<file path="config.mk">
export PLATFORM = sky130hd
export DESIGN_NAME = sip_divider
export DESIGN_NICKNAME = d
export VERILOG_FILES = /design/src/sv/sip_pkg.sv /design/src/sv/sip_divider.sv
export SDC_FILE = /design/constraint.sdc
export NUM_CORES = 2
export LEC_CHECK = 0
export ABC_AREA = 1
export BUFFER_PORTS_ARGS = -buffer_cell sky130_fd_sc_hd__clkbuf_2
export CAP_MARGIN = 10
export CORE_MARGIN = 1.5
export CORE_UTILIZATION = 40
export CTS_BUF_LIST = sky130_fd_sc_hd__clkbuf_4 sky130_fd_sc_hd__clkbuf_8
export DETAILED_ROUTE_END_ITERATION = 6
export PLACE_DENSITY = 0.61
export SYNTH_ARGS = -nofsm -noshare
export SYNTH_HDL_FRONTEND = slang
export SYNTH_SLANG_ARGS = --single-unit
</file>
<file path="constraint.sdc">
create_clock -name i_clk -period 4.6 [get_ports i_clk]
set_clock_uncertainty 0.05 [all_clocks]
set_input_delay 1.15 -clock i_clk [delete_from_list [all_inputs] [get_ports i_clk]]
set_output_delay 1.15 -clock i_clk [all_outputs]
set_load 0.05 [all_outputs]
</file>
<file path="src/sv/sip_pkg.sv">
// ----------------------------------------------------------------------------
// sip_pkg: shared constants for the segment intersection pipeline
// widths of the input and output transactions
// ----------------------------------------------------------------------------
package sip_pkg;
    localparam int COORD_BITS_DEF = 16;
    localparam int OUT_USER_BITS  = 1;
endpackage

</file>
<file path="src/sv/sip_divider.sv">
// ----------------------------------------------------------------------------
// sip_divider: pipelined restoring divider
// one quotient bit per stage, unsigned, with a side payload
// ----------------------------------------------------------------------------
module sip_divider
    import sip_pkg::*;
#(
    parameter int NUM_BITS = 34,
    parameter int DEN_BITS = 34,
    parameter int Q_BITS   = 17,
    parameter int SIDE_BITS = 1
) (
    input  logic                 i_clk,
    input  logic                 i_rst_n,
    input  logic                 i_en,
    input  logic                 i_valid,
    input  logic [NUM_BITS-1:0]  i_num,
    input  logic [DEN_BITS-1:0]  i_den,
    input  logic [SIDE_BITS-1:0] i_side,
    output logic                 o_valid,
    output logic [Q_BITS-1:0]    o_quo,
    output logic [SIDE_BITS-1:0] o_side
);
    // quotient is known to fit Q_BITS, so only Q_BITS steps are needed:
    // the remainder starts as num >> Q_BITS which is below den
    localparam int RB = DEN_BITS + 1;

    logic [RB-1:0]        r_rem  [Q_BITS];
    logic [NUM_BITS-1:0]  r_num  [Q_BITS];
    logic [DEN_BITS-1:0]  r_den  [Q_BITS];
    logic [Q_BITS-1:0]    r_quo  [Q_BITS];
    logic [SIDE_BITS-1:0] r_side [Q_BITS];
    logic [Q_BITS-1:0]    r_vld;

    for (genvar s = 0; s < Q_BITS; s++) begin : g_step
        logic [RB-1:0]        n_rem;
        logic [NUM_BITS-1:0]  n_num;
        logic [DEN_BITS-1:0]  n_den;
        logic [Q_BITS-1:0]    n_quo;
        logic [SIDE_BITS-1:0] n_side;
        logic                 n_vld;
        logic [RB-1:0]        n_trial;
        logic [RB:0]          n_diff;
        if (s == 0) begin : g_first
            assign n_rem  = RB'(i_num >> Q_BITS);
            assign n_num  = i_num;
            assign n_den  = i_den;
            assign n_quo  = '0;
            assign n_side = i_side;
            assign n_vld  = i_valid;
        end else begin : g_next
            assign n_rem  = r_rem[s-1];
            assign n_num  = r_num[s-1];
            assign n_den  = r_den[s-1];
            assign n_quo  = r_quo[s-1];
            assign n_side = r_side[s-1];
            assign n_vld  = r_vld[s-1];
        end
        assign n_trial = {n_rem[RB-2:0], n_num[Q_BITS-1-s]};
        assign n_diff  = {1'b0, n_trial} - {2'b0, n_den};
        always_ff @(posedge i_clk) begin
            if (!i_rst_n) begin
                r_vld[s] <= 1'b0;
            end else if (i_en) begin
                r_vld[s] <= n_vld;
            end
            if (i_en) begin
                r_rem[s]  <= n_diff[RB] ? n_trial : n_diff[RB-1:0];
                r_quo[s]  <= {n_quo[Q_BITS-2:0], ~n_diff[RB]};
                r_num[s]  <= n_num;
                r_den[s]  <= n_den;
                r_side[s] <= n_side;
            end
        end
    end

    assign o_valid = r_vld[Q_BITS-1];
    assign o_quo   = r_quo[Q_BITS-1];
    assign o_side  = r_side[Q_BITS-1];
endmodule

</file>
==> impl_metrics.tcl <==
set metrics [dict create \
    cap_violations 0 \
    synthFlopType "edfxtp_1" \
    crit_start "r_rem[0][472]$_DFFE_PP_" \
    hold_class "in2reg" \
    synth_top_cell_by_area "edfxtp_1" \
    rows 173 \
    finalCriticalPeriod_ps 3581 \
    hold_buffers 0 \
    whs_ps 260.9 \
    netlist_instances 11160 \
    drtAntennaViolNets 0 \
    seqCellArea_mm2 0.04220 \
    grt_pass1_vias 70010 \
    areaGrowthSynthToFinish_pct 10.25 \
    die_w_um 475.1 \
    worstHoldStart "i_num[11]" \
    layout.cells.most_common "nand2_1" \
    mostFrequentLayoutCells "nand2_1, inv_1, edfxtp_1" \
    grt_max_degree 106 \
    power.density_mw_per_mm2 656.4 \
    start_util 0.4018 \
    power_frac_comb 0.480 \
    synth-edff-count 1394 \
    clkLatencyLatePin_ps 1010 \
    track_usage 0.2489 \
    worst_ep_required_time_ps 5210 \
    syn_area_mm2 0.08915 \
    core_mm2 0.2219 \
    fin_crit_sh 0.7785 \
    place_ws_ps 989.2 \
    cts_root_buffer "clkbuf_8" \
    dr.pass1.iters 7 \
    gp_congestion 0.9533 \
    portBuffers 91 \
    clock-sinks 1411 \
    viasPerCell 5.032 \
    p_leak_nw 47.72 \
    syn_avg_cell_area_um2 7.992 \
    synth_warnings 0 \
    hold_viol 0 \
    slew_viol_final 0 \
    htree_levels 5 \
    final_core_util 0.4430 \
    cpMostUsedCell "nand2_1" \
    postCtsSetupBuffers 0 \
    grt_antenna_before_repair 5 \
    power_w 0.06452 \
    num_vias 73670 \
    p_switching_w 0.02923 \
    cp_data_arrival_time_ps 4190 \
    cts_resized 0 \
    cts_buffers 276 \
    drt-initial-drc-count 6959 \
    synth_top_area_frac 0.4695 \
    ys_types 43 \
    sw_frac_of_total 0.4531 \
    fill_cells 22280 \
    status "finished with violations" \
    tightest_slew_ps 1034 \
    dieArea_mm2 0.2257 \
    drive_gt1_frac 0.05662 \
    grt_overflow_total 0 \
    seqPwrFrac 0.325 \
    r2r_start "r_rem[0][472]$_DFFE_PP_" \
    violations "DRC" \
    hpwl_um 227300 \
    multi_input_area_mm2 0.03849 \
    ios 92 \
    path_cells "ha_1 > nand2_1 > nand2_1 > o21bai_1 > a21oi_1 > nand3_2 > nand2_1 > nand2_2 > inv_2 > o21ai_1" \
    synthTopCellsByArea "edfxtp_1, nand2_1, inv_1, ha_1, nor2_1" \
    clockBufferDepth 4 \
    synthArstFlopShare 0 \
    yosys_register_bits 1411 \
    critPathCaptureType "flop" \
    routed_wl_um 283800 \
    cts_tree "built" \
    worstPathMaxFanout 50 \
    rsz0062_at_grt "no" \
    final_nets 12120 \
    fmax_ghz 0.2792 \
    cp-start-kind "flop" \
    peakVddDrop_v 0.0003099 \
    critPathSlowestCell "inv_2" \
    fin_ws_ps 1019 \
    setup-violations-final 0 \
    drc 2 \
    tns_ps 0 \
    routedWlPerCell_um 19.39 \
    fp.dieH_um 475.1 \
    p_clk_frac 0.195 \
    clk_pin_slew_ps 60 \
    relSlewSlack 0.3109 \
    internal_power_w 0.03529 \
    grt_first_pass_wirelength_um 427000 \
    crit_type "reg2reg" \
    cp_slowest_stage_delay_ps 860 \
    synth_seq_area_share 0.4734 \
]
per-stage QoR:
stage	instances	area, µm²
floorplan	11160	89180
global placement	14170	92950
detailed placement	14170	92950
CTS	14630	98260
global route	14640	98280
finish	14640	98280
power by group through the flow:
| stage | logic [W] | registers (W) | clock network, W |
|---|---|---|---|
| after CTS | 0.0306 | 0.0210 | 0.0130 |
| after detailed placement | 0.0304 | 0.0212 | 0 |
| after floorplan | 0.0222 | 0.0197 | 0 |
| after global placement | 0.0302 | 0.0213 | 0 |
| after global routing | 0.0348 | 0.0212 | 0.0135 |
| final | 0.0309 | 0.0210 | 0.0126 |
cells by family (layout without fill, tap and decap cells):
group                    Yosys count  in the layout  share of synthesized area
AO/OA/AOI/OAI                    888            888                    0.05384
XOR/XNOR                         280            280                    0.02751
adder cells (fa/ha/maj)          577            577                    0.08233
buffers and inverters           2114           2608                    0.09516
flip-flops                      1411           1411                     0.4734
other                              1             17                 0.00004206
AND/OR/NAND/NOR                 5884           5884                     0.2678
path summary, 6_finish.rpt:
| path | end | slack [ps] | cells after the start |
|---|---|---|---|
| max | r_rem[0][500]$_DFFE_PP_ | 1020 | 10 |
| min | r_num[0][11]$_DFFE_PP_ | 260 | 1 |
| max reg2reg | r_rem[0][500]$_DFFE_PP_ | 1020 | 10 |
| min reg2reg | r_quo[6][2]$_DFFE_PP_ | 340 | 0 |
final cells by class:
class	count	area share
Inverter	2011	0.07698
Antenna cell	9	0.0002291
Clock buffer	346	0.04444
Multi-Input combinational cell	7637	0.3917
Tap cell	2975	0.03787
Clock inverter	114	0.009624
Timing Repair Buffer	137	0.009828
Sequential cell	1411	0.4294
worst max-delay path, delay by kind of cell (launching register included):
kind            cells  cell delay, ps
buf+inv             1             860
simple gates        5             840
compound gates      3             660
flops               1             400
fa+ha+maj           1             370
routing by layer:
metal / wire, µm / global-route usage
met1: 132600 / 0.3553
met2: 127800 / 0.3971
met3: 16670 / 0.03223
met4: 6730 / 0.06343
met5: 0 / 0
flip-flops by register name (all words and copies together), names as in the netlist:
name	cells
g_step.n_vld	16
o_valid	1
r_den	544
r_num	136
r_quo	153
r_rem	544
r_side	17
synth_stat cells (all sizes together), types with 53 or more instances:
library cell	n
nand3b	84
edfxtp	1394
ha	561
buf	99
xnor2	95
nand3	628
xor2	185
a21oi	434
nand2	4037
nor2	930
inv	1995
nor3	96
o21bai	53
nand4	85
o21ai	338
Note: power is estimated with default switching activity, not from simulation.
